File: src/rsc_pkg.sv
// shared types and codes for the rpn stack calculator
package rsc_pkg;

  localparam int unsigned DataW  = 32;
  localparam int unsigned FuncW  = 3;
  localparam int unsigned DepthW = 5;
  localparam int unsigned StatW  = 2;
  localparam int unsigned CntW   = $clog2(DataW);

  localparam logic [FuncW-1:0] FUNC_PUSH = 3'd0;
  localparam logic [FuncW-1:0] FUNC_ADD  = 3'd1;
  localparam logic [FuncW-1:0] FUNC_SUB  = 3'd2;
  localparam logic [FuncW-1:0] FUNC_MUL  = 3'd3;
  localparam logic [FuncW-1:0] FUNC_DIV  = 3'd4;

  typedef enum logic [StatW-1:0] {
    STAT_OK,
    STAT_UNDER,
    STAT_OVER,
    STAT_DIVZERO
  } status_e;

  typedef enum logic [1:0] {
    ALU_ADD,
    ALU_SUB,
    ALU_MUL,
    ALU_DIV
  } alu_op_e;

  typedef enum logic [2:0] {
    S_IDLE,
    S_DECODE,
    S_LOAD,
    S_CALC,
    S_FINISH
  } state_e;

  typedef struct packed {
    logic    start;
    alu_op_e op;
  } alu_ctl_t;

endpackage

File: src/rsc_if.sv
// request and response channel interfaces
interface rsc_req_if;
  logic                          valid;
  logic                          ready;
  logic [rsc_pkg::FuncW-1:0]     func;
  logic signed [rsc_pkg::DataW-1:0] operand_value;

  modport source (output valid, output func, output operand_value, input ready);
  modport sink   (input valid, input func, input operand_value, output ready);
endinterface

interface rsc_rsp_if;
  logic                             valid;
  logic                             ready;
  logic signed [rsc_pkg::DataW-1:0] top_value;
  logic [rsc_pkg::DepthW-1:0]       stack_depth;
  logic [rsc_pkg::StatW-1:0]        status;

  modport source (output valid, output top_value, output stack_depth, output status,
                  input ready);
  modport sink   (input valid, input top_value, input stack_depth, input status,
                  output ready);
endinterface

File: src/rpn_stack_calculator.sv
// rpn stack calculator top level: control, stack pointer and result register
//
// usage: each request on req_i carries func and operand_value. func push places
// operand_value on the stack, add/sub/mul/div combine the two top entries (the
// deeper one is the left operand) and leave the result on top. every request
// gives exactly one response on rsp_o: the new top value (0 if empty), the depth
// and a status (ok, underflow, overflow, divide by zero). a failing request
// leaves the stack as it was; unused func codes report ok and change nothing.
// a push, an unused code or a failing operator goes from decode straight to the
// finish state; an arithmetic operator passes through load and calc and waits
// for the bit-serial unit, which handles one bit of the 32-bit word per cycle.
// the next request is taken in the cycle after the response is written.
// one request is in work at a time; the next is taken once the current one
// has moved into the response register, so a new request overlaps a waiting
// response. if the receiver stalls, the response holds and the block stops
// before writing the next result. reset empties the stack (depth 0); stack
// contents themselves are not cleared.
module rpn_stack_calculator #(
  parameter int unsigned STACK_DEPTH = 16
) (
  input  logic      clk_i,
  input  logic      rst_ni,
  rsc_req_if.sink   req_i,
  rsc_rsp_if.source rsp_o
);

  localparam int unsigned W     = rsc_pkg::DataW;
  localparam int unsigned SpW   = $clog2(STACK_DEPTH + 1);
  localparam int unsigned AddrW = $clog2(STACK_DEPTH);

  rsc_pkg::state_e  state_q, state_d;
  rsc_pkg::status_e status_q, status_d;
  logic [rsc_pkg::FuncW-1:0] func_q;
  logic [W-1:0]     val_q, top_q, top_d;
  logic [SpW-1:0]   sp_q, sp_d, sp_m2;

  logic                        out_valid_q;
  logic [W-1:0]                out_top_q;
  logic [rsc_pkg::DepthW-1:0]  out_depth_q;
  rsc_pkg::status_e            out_status_q;
  logic [SpW+rsc_pkg::DepthW-1:0] depth_wide;

  logic accept, slot_free, commit, is_push, is_op, full, under, do_push, do_op;
  rsc_pkg::alu_ctl_t alu_ctl;
  logic         alu_done;
  logic [W-1:0] alu_res, ram_rdata, ram_wdata;
  logic         ram_we;
  logic [AddrW-1:0] ram_waddr;

  assign accept    = req_i.valid && req_i.ready;
  assign slot_free = !out_valid_q || rsp_o.ready;
  assign is_push   = func_q == rsc_pkg::FUNC_PUSH;
  assign is_op     = (func_q >= rsc_pkg::FUNC_ADD) && (func_q <= rsc_pkg::FUNC_DIV);
  assign full      = sp_q == SpW'(STACK_DEPTH);
  assign under     = sp_q < SpW'(2);
  assign sp_m2     = sp_q - SpW'(2);
  assign do_push   = is_push && (status_q == rsc_pkg::STAT_OK);
  assign do_op     = is_op && (status_q == rsc_pkg::STAT_OK);

  // next state
  always_comb begin
    state_d = state_q;
    unique case (state_q)
      rsc_pkg::S_IDLE:   if (accept) state_d = rsc_pkg::S_DECODE;
      rsc_pkg::S_DECODE: begin
        if (is_op && !under && !(func_q == rsc_pkg::FUNC_DIV && top_q == '0)) begin
          state_d = rsc_pkg::S_LOAD;
        end else begin
          state_d = rsc_pkg::S_FINISH;
        end
      end
      rsc_pkg::S_LOAD:   state_d = rsc_pkg::S_CALC;
      rsc_pkg::S_CALC:   if (alu_done) state_d = rsc_pkg::S_FINISH;
      rsc_pkg::S_FINISH: if (slot_free) state_d = rsc_pkg::S_IDLE;
      default:           state_d = rsc_pkg::S_IDLE;
    endcase
  end

  // outputs of the control
  always_comb begin
    req_i.ready   = state_q == rsc_pkg::S_IDLE;
    alu_ctl.start = state_q == rsc_pkg::S_LOAD;
    commit        = (state_q == rsc_pkg::S_FINISH) && slot_free;
    unique case (func_q)
      rsc_pkg::FUNC_ADD: alu_ctl.op = rsc_pkg::ALU_ADD;
      rsc_pkg::FUNC_SUB: alu_ctl.op = rsc_pkg::ALU_SUB;
      rsc_pkg::FUNC_MUL: alu_ctl.op = rsc_pkg::ALU_MUL;
      default:           alu_ctl.op = rsc_pkg::ALU_DIV;
    endcase
  end

  // status decided once the request is latched
  always_comb begin
    status_d = rsc_pkg::STAT_OK;
    priority if (is_push && full) begin
      status_d = rsc_pkg::STAT_OVER;
    end else if (is_op && under) begin
      status_d = rsc_pkg::STAT_UNDER;
    end else if (is_op && func_q == rsc_pkg::FUNC_DIV && top_q == '0) begin
      status_d = rsc_pkg::STAT_DIVZERO;
    end else begin
      status_d = rsc_pkg::STAT_OK;
    end
  end

  // commit values
  always_comb begin
    ram_we    = commit && (do_push || do_op);
    ram_waddr = do_push ? sp_q[AddrW-1:0] : sp_m2[AddrW-1:0];
    ram_wdata = do_push ? val_q : alu_res;
    top_d     = top_q;
    sp_d      = sp_q;
    if (do_push) begin
      top_d = val_q;
      sp_d  = sp_q + SpW'(1);
    end else if (do_op) begin
      top_d = alu_res;
      sp_d  = sp_q - SpW'(1);
    end
    depth_wide = {{rsc_pkg::DepthW{1'b0}}, sp_d};
  end

  always_ff @(posedge clk_i or negedge rst_ni) begin
    if (!rst_ni) begin
      state_q     <= rsc_pkg::S_IDLE;
      sp_q        <= '0;
      out_valid_q <= 1'b0;
    end else begin
      state_q <= state_d;
      if (commit) begin
        sp_q        <= sp_d;
        out_valid_q <= 1'b1;
      end else if (rsp_o.ready) begin
        out_valid_q <= 1'b0;
      end
    end
  end

  always_ff @(posedge clk_i) begin
    if (accept) begin
      func_q <= req_i.func;
      val_q  <= req_i.operand_value;
    end
    if (state_q == rsc_pkg::S_DECODE) begin
      status_q <= status_d;
    end
    if (commit) begin
      top_q        <= top_d;
      out_top_q    <= (sp_d == '0) ? '0 : top_d;
      out_depth_q  <= depth_wide[rsc_pkg::DepthW-1:0];
      out_status_q <= status_q;
    end
  end

  rsc_ram #(
    .Width (W),
    .Depth (STACK_DEPTH)
  ) u_stack (
    .clk_i   (clk_i),
    .we_i    (ram_we),
    .waddr_i (ram_waddr),
    .wdata_i (ram_wdata),
    .raddr_i (sp_m2[AddrW-1:0]),
    .rdata_o (ram_rdata)
  );

  rsc_alu u_alu (
    .clk_i    (clk_i),
    .rst_ni   (rst_ni),
    .ctl_i    (alu_ctl),
    .lhs_i    (ram_rdata),
    .rhs_i    (top_q),
    .done_o   (alu_done),
    .result_o (alu_res)
  );

  assign rsp_o.valid       = out_valid_q;
  assign rsp_o.top_value   = out_top_q;
  assign rsp_o.stack_depth = out_depth_q;
  assign rsp_o.status      = out_status_q;

  a_sp_bound: assert property (@(posedge clk_i) disable iff (!rst_ni)
    sp_q <= SpW'(STACK_DEPTH))
    else $error("stack pointer beyond depth");

  a_sp_step: assert property (@(posedge clk_i) disable iff (!rst_ni)
    (sp_q != $past(sp_q)) |-> (sp_q == $past(sp_q) + SpW'(1)) ||
                              (sp_q == $past(sp_q) - SpW'(1)))
    else $error("stack pointer moved by more than one");

  a_alu_done_in_calc: assert property (@(posedge clk_i) disable iff (!rst_ni)
    alu_done |-> state_q == rsc_pkg::S_CALC)
    else $error("alu finished outside calc state");

  a_fail_keeps_sp: assert property (@(posedge clk_i) disable iff (!rst_ni)
    (commit && status_q != rsc_pkg::STAT_OK) |=> $stable(sp_q))
    else $error("failed request changed the stack");

  a_empty_top_zero: assert property (@(posedge clk_i) disable iff (!rst_ni)
    (out_valid_q && out_depth_q == '0 && sp_q == '0) |-> out_top_q == '0)
    else $error("empty stack reports nonzero top");

endmodule

File: src/rsc_ram.sv
// generic single write port ram with registered read
module rsc_ram #(
  parameter int unsigned Width = 32,
  parameter int unsigned Depth = 16
) (
  input  logic                     clk_i,
  input  logic                     we_i,
  input  logic [$clog2(Depth)-1:0] waddr_i,
  input  logic [Width-1:0]         wdata_i,
  input  logic [$clog2(Depth)-1:0] raddr_i,
  output logic [Width-1:0]         rdata_o
);

  logic [Width-1:0] mem_q [Depth];
  logic [Width-1:0] rdata_q;

  always_ff @(posedge clk_i) begin
    if (we_i) begin
      mem_q[waddr_i] <= wdata_i;
    end
    rdata_q <= mem_q[raddr_i];
  end

  assign rdata_o = rdata_q;

endmodule

File: src/rsc_alu.sv
// bit-serial add/sub, shift-add multiply and restoring divide
module rsc_alu (
  input  logic                      clk_i,
  input  logic                      rst_ni,
  input  rsc_pkg::alu_ctl_t         ctl_i,
  input  logic [rsc_pkg::DataW-1:0] lhs_i,
  input  logic [rsc_pkg::DataW-1:0] rhs_i,
  output logic                      done_o,
  output logic [rsc_pkg::DataW-1:0] result_o
);

  localparam int unsigned W = rsc_pkg::DataW;

  logic                      busy_q, fix_q, done_q;
  logic [rsc_pkg::CntW-1:0]  cnt_q;
  rsc_pkg::alu_op_e          op_q;
  logic                      neg_q, carry_q;
  logic [W-1:0]              x_q, y_q, z_q, res_q;

  logic         sum_bit, carry_out;
  logic [W-1:0] mul_sum, div_t, div_diff, sel, fixed;
  logic         div_ge;
  logic [W-1:0] lhs_mag, rhs_mag;

  always_comb begin
    sum_bit   = x_q[0] ^ y_q[0] ^ carry_q;
    carry_out = (x_q[0] & y_q[0]) | (x_q[0] & carry_q) | (y_q[0] & carry_q);
    mul_sum   = z_q + (y_q[0] ? x_q : '0);
    // remainder stays below the divisor, so its top bit is always clear
    div_t     = {z_q[W-2:0], y_q[W-1]};
    div_ge    = div_t >= x_q;
    div_diff  = div_t - x_q;
    sel       = (op_q == rsc_pkg::ALU_DIV) ? y_q : z_q;
    fixed     = neg_q ? (~sel + W'(1)) : sel;
    lhs_mag   = lhs_i[W-1] ? (~lhs_i + W'(1)) : lhs_i;
    rhs_mag   = rhs_i[W-1] ? (~rhs_i + W'(1)) : rhs_i;
  end

  always_ff @(posedge clk_i or negedge rst_ni) begin
    if (!rst_ni) begin
      busy_q <= 1'b0;
      fix_q  <= 1'b0;
      done_q <= 1'b0;
      cnt_q  <= '0;
    end else begin
      done_q <= fix_q;
      fix_q  <= 1'b0;
      if (ctl_i.start) begin
        busy_q <= 1'b1;
        cnt_q  <= '0;
      end else if (busy_q) begin
        cnt_q <= cnt_q + rsc_pkg::CntW'(1);
        if (cnt_q == rsc_pkg::CntW'(W - 1)) begin
          busy_q <= 1'b0;
          fix_q  <= 1'b1;
        end
      end
    end
  end

  always_ff @(posedge clk_i) begin
    if (ctl_i.start) begin
      op_q    <= ctl_i.op;
      neg_q   <= 1'b0;
      carry_q <= 1'b0;
      x_q     <= lhs_i;
      y_q     <= rhs_i;
      z_q     <= '0;
      unique case (ctl_i.op)
        rsc_pkg::ALU_ADD: ;
        rsc_pkg::ALU_SUB: begin
          y_q     <= ~rhs_i;
          carry_q <= 1'b1;
        end
        rsc_pkg::ALU_MUL: ;
        rsc_pkg::ALU_DIV: begin
          x_q   <= rhs_mag;
          y_q   <= lhs_mag;
          neg_q <= lhs_i[W-1] ^ rhs_i[W-1];
        end
      endcase
    end else if (busy_q) begin
      unique case (op_q)
        rsc_pkg::ALU_ADD, rsc_pkg::ALU_SUB: begin
          x_q     <= x_q >> 1;
          y_q     <= y_q >> 1;
          z_q     <= {sum_bit, z_q[W-1:1]};
          carry_q <= carry_out;
        end
        rsc_pkg::ALU_MUL: begin
          x_q <= x_q << 1;
          y_q <= y_q >> 1;
          z_q <= mul_sum;
        end
        rsc_pkg::ALU_DIV: begin
          z_q <= div_ge ? div_diff : div_t;
          y_q <= {y_q[W-2:0], div_ge};
        end
      endcase
    end
    if (fix_q) begin
      res_q <= fixed;
    end
  end

  assign done_o   = done_q;
  assign result_o = res_q;

endmodule
File: src/flat_wrapper.sv
// flat-port wrapper written by rule: the top's interface ports become plain ports
module rpn_stack_calculator_flat 
#(
  parameter int unsigned STACK_DEPTH = 16
)
  (clk_i, rst_ni, req_i_valid, req_i_func, req_i_operand_value, req_i_ready, rsp_o_valid, rsp_o_top_value, rsp_o_stack_depth, rsp_o_status, rsp_o_ready);
  rsc_req_if req_i_i ();
  rsc_rsp_if rsp_o_i ();
  input  logic clk_i;
  input  logic rst_ni;
  input wire logic [$bits(req_i_i.valid)-1:0] req_i_valid;
  input wire logic [$bits(req_i_i.func)-1:0] req_i_func;
  input wire logic [$bits(req_i_i.operand_value)-1:0] req_i_operand_value;
  output wire logic [$bits(req_i_i.ready)-1:0] req_i_ready;
  output wire logic [$bits(rsp_o_i.valid)-1:0] rsp_o_valid;
  output wire logic [$bits(rsp_o_i.top_value)-1:0] rsp_o_top_value;
  output wire logic [$bits(rsp_o_i.stack_depth)-1:0] rsp_o_stack_depth;
  output wire logic [$bits(rsp_o_i.status)-1:0] rsp_o_status;
  input wire logic [$bits(rsp_o_i.ready)-1:0] rsp_o_ready;
  assign req_i_i.valid = req_i_valid;
  assign req_i_i.func = req_i_func;
  assign req_i_i.operand_value = req_i_operand_value;
  assign req_i_ready = req_i_i.ready;
  assign rsp_o_valid = rsp_o_i.valid;
  assign rsp_o_top_value = rsp_o_i.top_value;
  assign rsp_o_stack_depth = rsp_o_i.stack_depth;
  assign rsp_o_status = rsp_o_i.status;
  assign rsp_o_i.ready = rsp_o_ready;
  rpn_stack_calculator #(.STACK_DEPTH(STACK_DEPTH)) u_core (.clk_i(clk_i), .rst_ni(rst_ni), .req_i(req_i_i), .rsp_o(rsp_o_i));
endmodule
File: config.mk
export PLATFORM = sky130hd
export DESIGN_NAME = rpn_stack_calculator_flat
export DESIGN_NICKNAME = d
export VERILOG_FILES = /design/src/rsc_pkg.sv /design/src/rsc_if.sv /design/src/rpn_stack_calculator.sv /design/src/rsc_ram.sv /design/src/rsc_alu.sv /design/src/flat_wrapper.sv
export SDC_FILE = /design/constraint.sdc
export NUM_CORES = 1
export LEC_CHECK = 0
export ABC_AREA = 1
export ABC_CLOCK_PERIOD_IN_PS = 4900
export BUFFER_PORTS_ARGS = -buffer_cell sky130_fd_sc_hd__buf_2
export CAP_MARGIN = 20
export CORE_ASPECT_RATIO = 0.8
export CORE_UTILIZATION = 30
export CTS_CLUSTER_DIAMETER = 100
export DETAILED_ROUTE_END_ITERATION = 6
export PLACE_DENSITY = 0.42
export SYNTH_ARGS = -nofsm -noshare
export SYNTH_HDL_FRONTEND = slang
export SYNTH_HIERARCHICAL = 1
export SYNTH_SLANG_ARGS = --single-unit
File: constraint.sdc
create_clock -name clk_i -period 4.9 [get_ports clk_i]
set_clock_uncertainty 0.1 [all_clocks]
set_input_delay 0.735 -clock clk_i [delete_from_list [all_inputs] [get_ports clk_i]]
set_output_delay 0.735 -clock clk_i [all_outputs]
set_load 0.02 [all_outputs]
## Yosys cells after proc, flatten, opt, wreduce, memory -nomap -nowiden

Memories as Yosys holds them, arrays and structs flattened. A register that Yosys moved wholly into a read port is not among the register bits.
Index checks and enable logic that the tools add are counted.

| word-level totals | value |
|---|---|
| flip-flop bits (word level) | 257 |
| memory bits (writable) | 512 |
| input port bits | 39 |
| output and inout port bits | 41 |
| word-level logic and storage cells | 142 |
| memories | 1 |

Memory list:

| name | depth | bits a word | read ports | clocked after Yosys merged registers in | wr ports | RTL line | source |
|---|---|---|---|---|---|---|---|
| u_core.u_stack.mem_q | 16 | 32 | 1 | 1 | 1 | rsc_ram.sv:14 | `logic [Width-1:0] mem_q [Depth];` |

| cells by class | value |
|---|---|
| add/sub/neg operators | 9 |
| order comparisons | 4 |
| eq/ne operators | 18 |
| muxes and demuxes | 45 |
| bitwise operators | 11 |
| reductions and logical operators | 33 |

Operators by type and width:

| kind | number |
|---|---|
| 32-bit 2-to-1 mux | 14 |
| 32-bit case mux with 2 select lines | 3 |
| 32-bit by 1-bit adder with 32-bit output (second input constant) | 3 |
| 32-bit NOT | 3 |
| 32-bit case mux with 3 select lines | 1 |
| 32-bit adder | 1 |
| 32-bit >= comparator | 1 |
| 32-bit zero test | 1 |
| 32-bit subtractor | 1 |
| 5-bit 2-to-1 mux | 4 |
| 3-bit case mux with 5 select lines | 1 |
| 1-bit 2-to-1 mux | 14 |
| 1-bit logical AND | 13 |
| 3-bit by 2-bit equality test with 1-bit output (second input constant) | 4 |
| 3-bit 2-to-1 mux | 4 |
| 5-bit by 1-bit adder with 5-bit output (second input constant) | 2 |
| 5-bit equality test (second input constant) | 2 |
| 2-bit equality test (second input constant) | 3 |
| 3-bit by 1-bit equality test with 1-bit output (second input constant) | 2 |
| 3-bit equality test (second input constant) | 2 |
| 3-bit zero test | 2 |
| 2-bit case mux with 3 select lines | 1 |
| 2-bit nonzero test | 3 |
| 5-bit zero test | 1 |
| other kinds (21) | 34 |

## Longest topological paths before layout

Gate-level depths: netlist of the first run.

| depth | value |
|---|---|
| depth in word-level cells | 7 |
| mapped depth | 20 |
| depth with buffers taken out | 18 |

## Modules after synthesis

The synthesis of the first run kept the hierarchy.

Modules (own cells, without submodules):

| module | times used | cells an instance | area an instance (sq um) | sequential area each (sq um) |
|---|---|---|---|---|
| rsc_ram | 1 | 2120 | 22730.6 | 16015.4 |
| rsc_alu | 1 | 2552 | 15386.0 | 3843.7 |
| rpn_stack_calculator | 1 | 543 | 5599.1 | 3468.3 |

## Least setup slack after synthesis of the first run

No wires, ideal clock.

| timing path | value |
|---|---|
| kind | flip-flop to flip-flop |
| from | register u_core.u_alu.op_q[0] |
| to | register u_core.u_alu.x_q[0] (enable) |
| library setup time | 0.466 ns |
| arrival time | 3.487 ns |
| data required time | 4.334 ns |
| path slack | 0.848 ns |
| cell stages (with the launch flop) | 8 |
| buffers on the path | 4 |
| clock period less this slack | 4.052 ns |
| cells stage by stage | edfxtp_1 nand2_2 inv_4 buf_6 buf_6 buf_6 clkbuf_1 o21ai_0 |

| on the way | value |
|---|---|
| word-level cells in the longest chain between the ends | 4 |
| elaborated cells between the ends (all ways) | 6 |
| those cells by class | eq/ne (2); reduce/logical (4) |

RTL lines:

| item | RTL line | source |
|---|---|---|
| start: declaration | rsc_alu.sv:16 | `rsc_pkg::alu_op_e op_q;` |
| start signal: assignment | rsc_alu.sv:63 | `op_q <= ctl_i.op;` |
| 2-bit by 1-bit equality test with 1-bit output or 2-bit zero test (tied branches) | rsc_alu.sv:83 | `unique case (op_q)` |
| 2-bit OR reduction | rsc_alu.sv:83 |  |
| 3-bit nonzero test (no source line) * | n/a |  |
| 2-bit AND reduction (no source line) * | n/a |  |
| end signal: assignment | rsc_alu.sv:77 | `x_q <= rhs_mag;` |
| end signal: assignment | rsc_alu.sv:85 | `x_q <= x_q >> 1;` |
| end signal: assignment | rsc_alu.sv:91 | `x_q <= x_q << 1;` |
| end: declaration | rsc_alu.sv:18 | `logic [W-1:0] x_q, y_q, z_q, res_q;` |

Every way passes the cells marked *; elsewhere a longest branch is shown, timed or not.
A chain may end at the register's enable or synchronous reset.

## Worst setup path after layout of the first run

| timing path | value |
|---|---|
| from | register u_core.u_alu.y_q[0] |
| to | register u_core.u_alu.z_q[18] |

| on the way | value |
|---|---|
| word-level cells in the longest chain between the ends | 3 |

RTL lines:

| item | RTL line | source |
|---|---|---|
| start: declaration | rsc_alu.sv:18 |  |
| start signal: assignment | rsc_alu.sv:67 | `y_q <= rhs_i;` |
| start signal: assignment | rsc_alu.sv:72 | `y_q <= ~rhs_i;` |
| start signal: assignment | rsc_alu.sv:78 | `y_q <= lhs_mag;` |
| 32-bit 2-to-1 mux | rsc_alu.sv:28 | `mul_sum = z_q + (y_q[0] ? x_q : '0);` |
| 32-bit adder | rsc_alu.sv:28 |  |
| 32-bit case mux with 3 select lines | rsc_alu.sv:83 |  |
| end signal: assignment | rsc_alu.sv:87 | `z_q <= {sum_bit, z_q[W-1:1]};` |
| end signal: assignment | rsc_alu.sv:93 | `z_q <= mul_sum;` |
| end signal: assignment | rsc_alu.sv:96 | `z_q <= div_ge ? div_diff : div_t;` |
| end: declaration | rsc_alu.sv:18 |  |

Every way passes these cells.

==> results.tsv, run 1 <==
stage	metric	value	unit
synth	yosys_warnings	6	
timing	finalSetupTns	0	ns
synth	synth_ff_type	edfxtp_1	
synth	synth_area	0.0437	mm2
finish	nNetsFinal	5397	
clocking	numCtsBuffers	95	
global_route	grt_use_total	20.4	%
finish	mostFrequentLayoutCells	nand2_1 (1541), inv_1 (825), edfxtp_1 (720)	
setup_path	worstPathMaxFanout	19	
timing	fmax	0.276	GHz
floorplan	rows	124	
global_route	grt_overflow	0	
synth	syn-num-nets	5331	
synth	synthCells	5215	
global_route	grt_pass1_wl	225000	um
finish	antenna_cells	0	
route	wl	152000	um
timing	relSlewSlack	30.1	%
finish	final_common_cell	nand2_1	
clocking	clockBufferDepth	3	
synth	synth_seq_cells	801	
synth	syn_avg_cell_area	8.38	um2
floorplan	core	0.144	mm2
power	p_per_area	657	mW/mm2
setup_path	crit_arrival	4.12	ns
route	wl_per_cell	21.0	um
setup_path	critPathKind	reg2reg	
floorplan	ios	80	
clocking	post_cts_resized	0	
timing	post-route-period-util	73.8	%
global_route	grt_max_degree	128	
timing	min_period	3.62	ns
placed_design	place_congestion	0.963	
min_path	hold_path_class	in2reg	
clocking	cts_tree	yes	
placed_design	placed_cell_area	0.0463	mm2
finish	nFillCells	15170	
route	num_vias	35114	
timing	final-max-slew-violation-count	0	
setup_path	cp-end-kind	flip-flop	
clocking	insertion_delay	0.71	ns
route	postRouteAntennaNets	0	
floorplan	die-area	0.147	mm2
timing	hold_viol_final	0	
route	firstDrtPassIters	6	
timing	setup_viol	0	
global_route	grt_pass1_vias	32825	
outcome	outcome	completed	
synth	yosysSeqAreaShare	53.4	%
timing	tightest_slew	1.05	ns
clocking	path_clk_slew	0.06	ns
synth	synth.distinct_cells	60	
job	drv_cap	0	
synth	ys_async_sr_fraction	2.12	%
setup_path	cp-start-kind	flip-flop	
synth	synth-edff-count	720	
route	post-route-drc-count	0	
clocking	cts.sinks	801	
route	drtIter0Drc	3410	
setup_path	cp_data_required_time	5.41	ns
placed_design	dp_hpwl	107000	um
finish	syn_to_final_growth	13.0	%
global_route	antenna_found_initial	4	
route	vias_per_cell	4.84	
floorplan	floorplan.initialDensity	30.4	%
floorplan	die_height	343	um
power	p_leak	21.8	nW
clocking	root_buffer	clkbuf_16	
placed_design	io_buffers	79	
timing	rsz0062_at_grt	false	
floorplan	die_w	429	um
power	irDropWorstVdd	0.000327	V
setup_path	reg2reg_slack	1.28	ns
finish	drive_gt1_share	9.16	%
clocking	cts_max_level	3	
finish	post-route-cell-area	0.0494	mm2
## state kept, by name, summed over array words and instances (netlist names), 32 cells and up
name	cells
u_core/rsp_o.top_value	32
u_core/top_q	32
u_core/u_alu/result_o	32
u_core/u_alu/x_q	32
u_core/u_alu/y_q	32
u_core/u_alu/z_q	32
u_core/u_stack/mem_q	512
u_core/u_stack/rdata_o	32
u_core/val_q	32
## critical path: stages (launching register included)
cell and delay [ns]:
edfxtp_1 0.73, nand2_1 0.18, inv_1 0.06, ha_1 0.38
nand2_1 0.14, inv_1 0.08, nand2_1 0.18, nor3_1 0.68
nand4_1 0.38, nand3_1 0.20, nand2_1 0.06, nand3_1 0.09
nand2_1 0.06, inv_1 0.06, nand2_1 0.04, nand2_1 0.05
nand2_1 0.05
## cells by family after synthesis
group	after synthesis	synth area share [%]
simple gates	2570	25.0
buf+inv	1091	10.4
flops	801	53.4
compound gates	616	7.72
fa+ha+maj	77	2.26
xor+xnor	60	1.22
## synth_stat cells, types with 4 or more instances
master / instances / share of area [%]
or2_2: 7 / 0.10
nor2_4: 7 / 0.18
nand2_1: 1541 / 13
o21ai_0: 283 / 3.2
nand3b_1: 18 / 0.31
o221ai_1: 13 / 0.26
a32oi_1: 13 / 0.26
nor2_1: 277 / 2.4
and2_1: 4 / 0.057
a211oi_1: 5 / 0.086
buf_4: 8 / 0.14
clkbuf_1: 87 / 0.75
xor2_1: 47 / 0.94
nor3_1: 47 / 0.54
dfrtp_1: 17 / 0.97
buf_6: 36 / 0.93
o211ai_1: 16 / 0.27
o21ai_1: 30 / 0.34
nand2_2: 44 / 0.63
nor4_1: 6 / 0.086
buf_12: 5 / 0.23
nor2_2: 8 / 0.11
buf_2: 52 / 0.60
inv_1: 830 / 7.1
o21bai_1: 13 / 0.22
buf_1: 19 / 0.16
a21oi_1: 209 / 2.4
a31oi_1: 6 / 0.086
dfxtp_1: 64 / 2.9
a21o_1: 5 / 0.086
xnor2_1: 12 / 0.24
edfxtp_1: 720 / 49
nand2_4: 5 / 0.13
nand4_1: 38 / 0.54
o21ai_2: 8 / 0.16
nand3_2: 7 / 0.16
inv_2: 47 / 0.40
ha_1: 74 / 2.1
nand3_1: 550 / 6.3
## cell type report
cell class                      instances  area, um2  share of cell area (%)
Sequential cell                       801      23300                    47.2
Timing Repair Buffer                  177       1220                    2.46
Multi-Input combinational cell       3323      16000                    32.4
Tap cell                             1890       2360                    4.79
Inverter                              883       3330                    6.75
Clock inverter                         55        629                    1.27
Clock buffer                          119       2500                    5.06
## metal layers
layer | GRT usage (%) | share of wire (%) | vias up
met5 | 1.07 | 0.15 | -
met2 | 29.6 | 41 | 1004
met3 | 4.08 | 6.4 | 159
li1 | - | - | 17123
met4 | 3.91 | 1.8 | 2
met1 | 31.2 | 50 | 16826
## timing repair
| item | CTS | global route |
|---|---|---|
| hold endpoints to repair | 17 | 0 |
| hold buffers | 1 | 0 |
| buffers inserted | 0 | 0 |
## where the power goes
group,internal [mW],switching [mW]
Combinational,4.42,11.1
Clock,4.16,3.02
Sequential,8.70,1.00
## metrics by stage
step	hold WS (ns)	setup slack [ns]	instances	power (mW)	util, %
after floorplan	0.326	0.848	5215	20.0	-
after global placement	0.337	1.43	7072	25.4	32.2
after detailed placement	0.342	1.43	7073	25.3	32.2
after CTS	0.0430	1.41	7248	32.7	34.4
after global routing	0.0571	0.978	7248	34.8	34.4
final	0.0970	1.28	7248	32.4	34.4
## final timing paths
path	end	cells after the start	start
worst max-delay path	u_core/u_alu/z_q[18]$_SDFFE_PP0P_	16	u_core/u_alu/y_q[0]$_DFFE_PP_
worst min-delay path	u_core/val_q[1]$_DFFE_PP_	1	req_i_operand_value[1]
worst max register to register	u_core/u_alu/z_q[18]$_SDFFE_PP0P_	16	u_core/u_alu/y_q[0]$_DFFE_PP_
worst min register to register	u_core/u_alu/z_q[31]$_SDFFE_PP0P_	2	u_core/u_alu/z_q[31]$_SDFFE_PP0P_
max in group asynchronous	u_core/sp_q[0]$_DFFE_PN0P_	2	rst_ni
min in group asynchronous	u_core/u_alu/cnt_q[1]$_DFFE_PN0P_	2	rst_ni
No activity file was read; power rests on OpenSTA's default activity.
==> run 2: changes to the inputs <==
Settings changed: ABC_AREA 1 to 0, ABC_CLOCK_PERIOD_IN_PS 4900 to 3100, PLACE_DENSITY 0.42 to 0.44.
Clock period 4.9 ns to 3.1 ns, I/O delays scaled along.
==> run 2 against run 1 <==
The flow now finishes with violations (negative setup slack). Clock power is 35% higher. Sequential cell count stayed put. Global-route usage fell by 1.9 points. Setup slack lost 1.6 ns. Utilization increased by 3.6 points. Critical path type unchanged. Largest power group unchanged.
==> results.tsv, run 2 <==
stage	metric	value	unit
min_path	hold_path_class	in2async	
synth	synthCells	2972	
route	post-route-drc-count	0	
finish	drive_gt1_share	28.2	%
synth	synth_area	0.0386	mm2
route	postRouteAntennaNets	0	
clocking	insertion_delay	0.67	ns
placed_design	place_congestion	0.880	
placed_design	io_buffers	79	
setup_path	critPathKind	reg2reg	
placed_design	place_inst	4983	
placed_design	placed_cell_area	0.0441	mm2
global_route	grt_pass1_vias	27168	
synth	synth_simple_gate_area_share	9.73	%
clocking	clockBufferDepth	3	
synth	synth-adder-area-share	2.55	%
floorplan	die_w	403	um
setup_path	rr_endpoint	u_core/u_alu/z_q[29]$_SDFFE_PP0P_	
floorplan	floorplan.initialDensity	30.3	%
clocking	cts_tree	yes	
floorplan	rows	117	
setup_path	reg2regPathDepth	13	
synth	muxShareOfSynthArea	9.27	%
synth	synth.distinct_cells	91	
timing	fmax	0.295	GHz
synth	ys_top_cells_by_area	edfxtp_1 (56%), mux4_2 (7.5%), dfxtp_1 (3.3%)	
finish	nNetsFinal	3543	
timing	setup_viol	27	
clocking	numCtsBuffers	82	
finish	syn_to_final_growth	25.4	%
power	p_leak	17.6	nW
setup_path	cp-end-kind	flip-flop	
timing	final-max-slew-violation-count	0	
global_route	grt_overflow	0	
power	irDropWorstVdd	0.000755	V
synth	ys_async_sr_fraction	2.12	%
finish	nFillCells	12192	
timing	min_period	3.39	ns
power	p_per_area	1000	mW/mm2
timing	tightest_slew	0.864	ns
synth	synth_ff_type	edfxtp_1	
synth	synth_area_leader_cell	edfxtp_1	
synth	yosys_warnings	6	
synth	synth_seq_cells	801	
finish	largest_reg_flops	512	
setup_path	reg2reg_from	u_core/u_alu/y_q[0]$_DFFE_PP_	
finish	post-route-cell-area	0.0484	mm2
finish	largest-register	u_core/u_stack/mem_q	
route	num_vias	27074	
setup_path	endpoint	u_core/u_alu/z_q[29]$_SDFFE_PP0P_	
power	power	48.6	mW
setup_path	crit_arrival	3.88	ns
route	wl_per_cell	23.2	um
clocking	cts_max_level	3	
setup_path	cp_data_required_time	3.59	ns
floorplan	die-area	0.130	mm2
timing	layout_setup_ws	-0.287	ns
placed_design	place_ws	-0.509	ns
clocking	root_buffer	clkbuf_16	
floorplan	ios	80	
synth	yosysTopAreaCellShare	56.0	%
timing	rsz0062_at_grt	true	
placed_design	dp_hpwl	82500	um
synth	syn-num-nets	3088	
floorplan	die_height	323	um
timing	relSlewSlack	41.8	%
route	wl	121000	um
setup_path	cp-start-kind	flip-flop	
finish	final_common_cell	edfxtp_1	
global_route	grt_pass1_wl	180000	um
global_route	grt_max_degree	88	
global_route	antenna_found_initial	3	
timing	hold_viol_final	0	
route	firstDrtPassIters	5	
synth	yosysSeqAreaShare	60.4	%
timing	post-route-period-util	109	%
setup_path	worstPathMaxFanout	7	
synth	synth_top_family_by_area	compound AO/OA/AOI/OAI gates	
outcome	outcome	finished with violations	
route	vias_per_cell	5.19	
synth	synth_compound_area_share	11.8	%
finish	fin_cells	5217	
synth	synth-xor-area-share	3.56	%
global_route	grt_use_total	18.6	%
clocking	path_clk_slew	0.06	ns
synth	synth-edff-count	720	
synth	yosys.cell_count.top_type	edfxtp_1	
synth	syn_avg_cell_area	13.0	um2
setup_path	worstSetupStartpoint	u_core/u_alu/y_q[0]$_DFFE_PP_	
outcome	violations	negative setup slack	
synth	yosys-top-cells-count	edfxtp_1 (720), nand2_1 (288), a21oi_1 (220)	
clocking	cts.sinks	801	
floorplan	core	0.128	mm2
route	drtIter0Drc	2470	
finish	mostFrequentLayoutCells	edfxtp_1 (720), buf_4 (361), nand2_1 (277)	
job	drv_cap	0	
setup_path	reg2reg_slack	-0.29	ns
==> run 2: changes by cell type after synthesis, sizes merged, moves of 69 or more <==
cell / previous run / this run
nand2: 1590 / 288
inv: 880 / 71
nand3: 558 / 26
o21ai: 321 / 159
mux4: 0 / 128
nor2: 294 / 184
buf: 120 / 48
and2: 5 / 74
==> run 2: worst min-delay path by stage <==
stage	from	endpoint	cells past startpoint
floorplan	rst_ni	u_core/rsp_o.valid$_DFFE_PN0P_	0
global placement	rst_ni	u_core/state_q[2]$_DFFE_PN0P_	1
detailed placement	rst_ni	u_core/rsp_o.valid$_DFFE_PN0P_	1
CTS	rst_ni	u_core/u_alu/cnt_q[1]$_DFFE_PN0P_	2
global route	rst_ni	u_core/rsp_o.valid$_DFFE_PN0P_	2
finish	rst_ni	u_core/rsp_o.valid$_DFFE_PN0P_	2
==> run 2: repair_timing <==
action,4_1_cts,5_1_grt
pin swaps,75,47
resized for setup,117,107
gates cloned,2,0
setup buffers,28,23
endpoints found under the hold margin,54,0
setup endpoints to repair,45,62
hold buffers,38,0
==> run 2: cell type report <==
cell class / count / area (um2) / share of cell area [%]
clock inverter: 39 / 374 / 0.773
inverter: 71 / 270 / 0.558
timing repair buffer: 546 / 4620 / 9.54
antenna: 3 / 7.51 / 0.0155
clock buffer: 107 / 2200 / 4.54
tap: 1725 / 2160 / 4.46
sequential: 801 / 23300 / 48.2
multi-input combinational: 1925 / 15400 / 31.9
==> run 2: worst max-delay path: stages, from the launching register on <==
cell	delay, ns
edfxtp_1	0.48
buf_6	0.19
and2_4	0.16
ha_4	0.27
o211ai_1	0.14
o21bai_4	0.20
o2111ai_4	0.18
a211oi_4	0.28
o31a_1	0.31
a21o_1	0.29
a21o_1	0.18
a21oi_2	0.06
or4_1	0.40
o211ai_1	0.09
==> run 2: metal layers <==
| metal | GRT usage [%] | routed length, um | vias to the layer above |
|---|---|---|---|
| met2 | 27.2 | 51500 | 804 |
| met3 | 3.22 | 7380 | 137 |
| met5 | 0 | 0 | - |
| met4 | 3.47 | 2040 | 0 |
| li1 | - | - | 12275 |
| met1 | 28.6 | 60200 | 13858 |
==> run 2: cells by family after synthesis <==
group,after synthesis
XOR/XNOR,157
buffers and inverters,246
AND/OR/NAND/NOR,785
multiplexers,195
flip-flops,801
AO/OA/AOI/OAI,711
adder cells (fa/ha/maj),77
==> run 2: through the flow <==
step / setup TNS (ns) / hold slack [ns] / util (%)
after floorplan: -1.49 / 0.0694 / -
after global placement: -8.68 / 0.317 / 34.6
final: -3.32 / 0.178 / 38.0
after CTS: -2.45 / 0.169 / 37.5
after global routing: -8.11 / 0.188 / 38.0
after detailed placement: -10.09 / 0.326 / 34.6
==> run 2: report_power, final <==
group | switching (mW) | total [mW] | internal [mW] | leakage, nW
logic | 13.3 | 24.1 | 10.7 | 9.05
clock network | 4.29 | 9.72 | 5.44 | 1.25
registers | 1.21 | 14.8 | 13.6 | 7.33
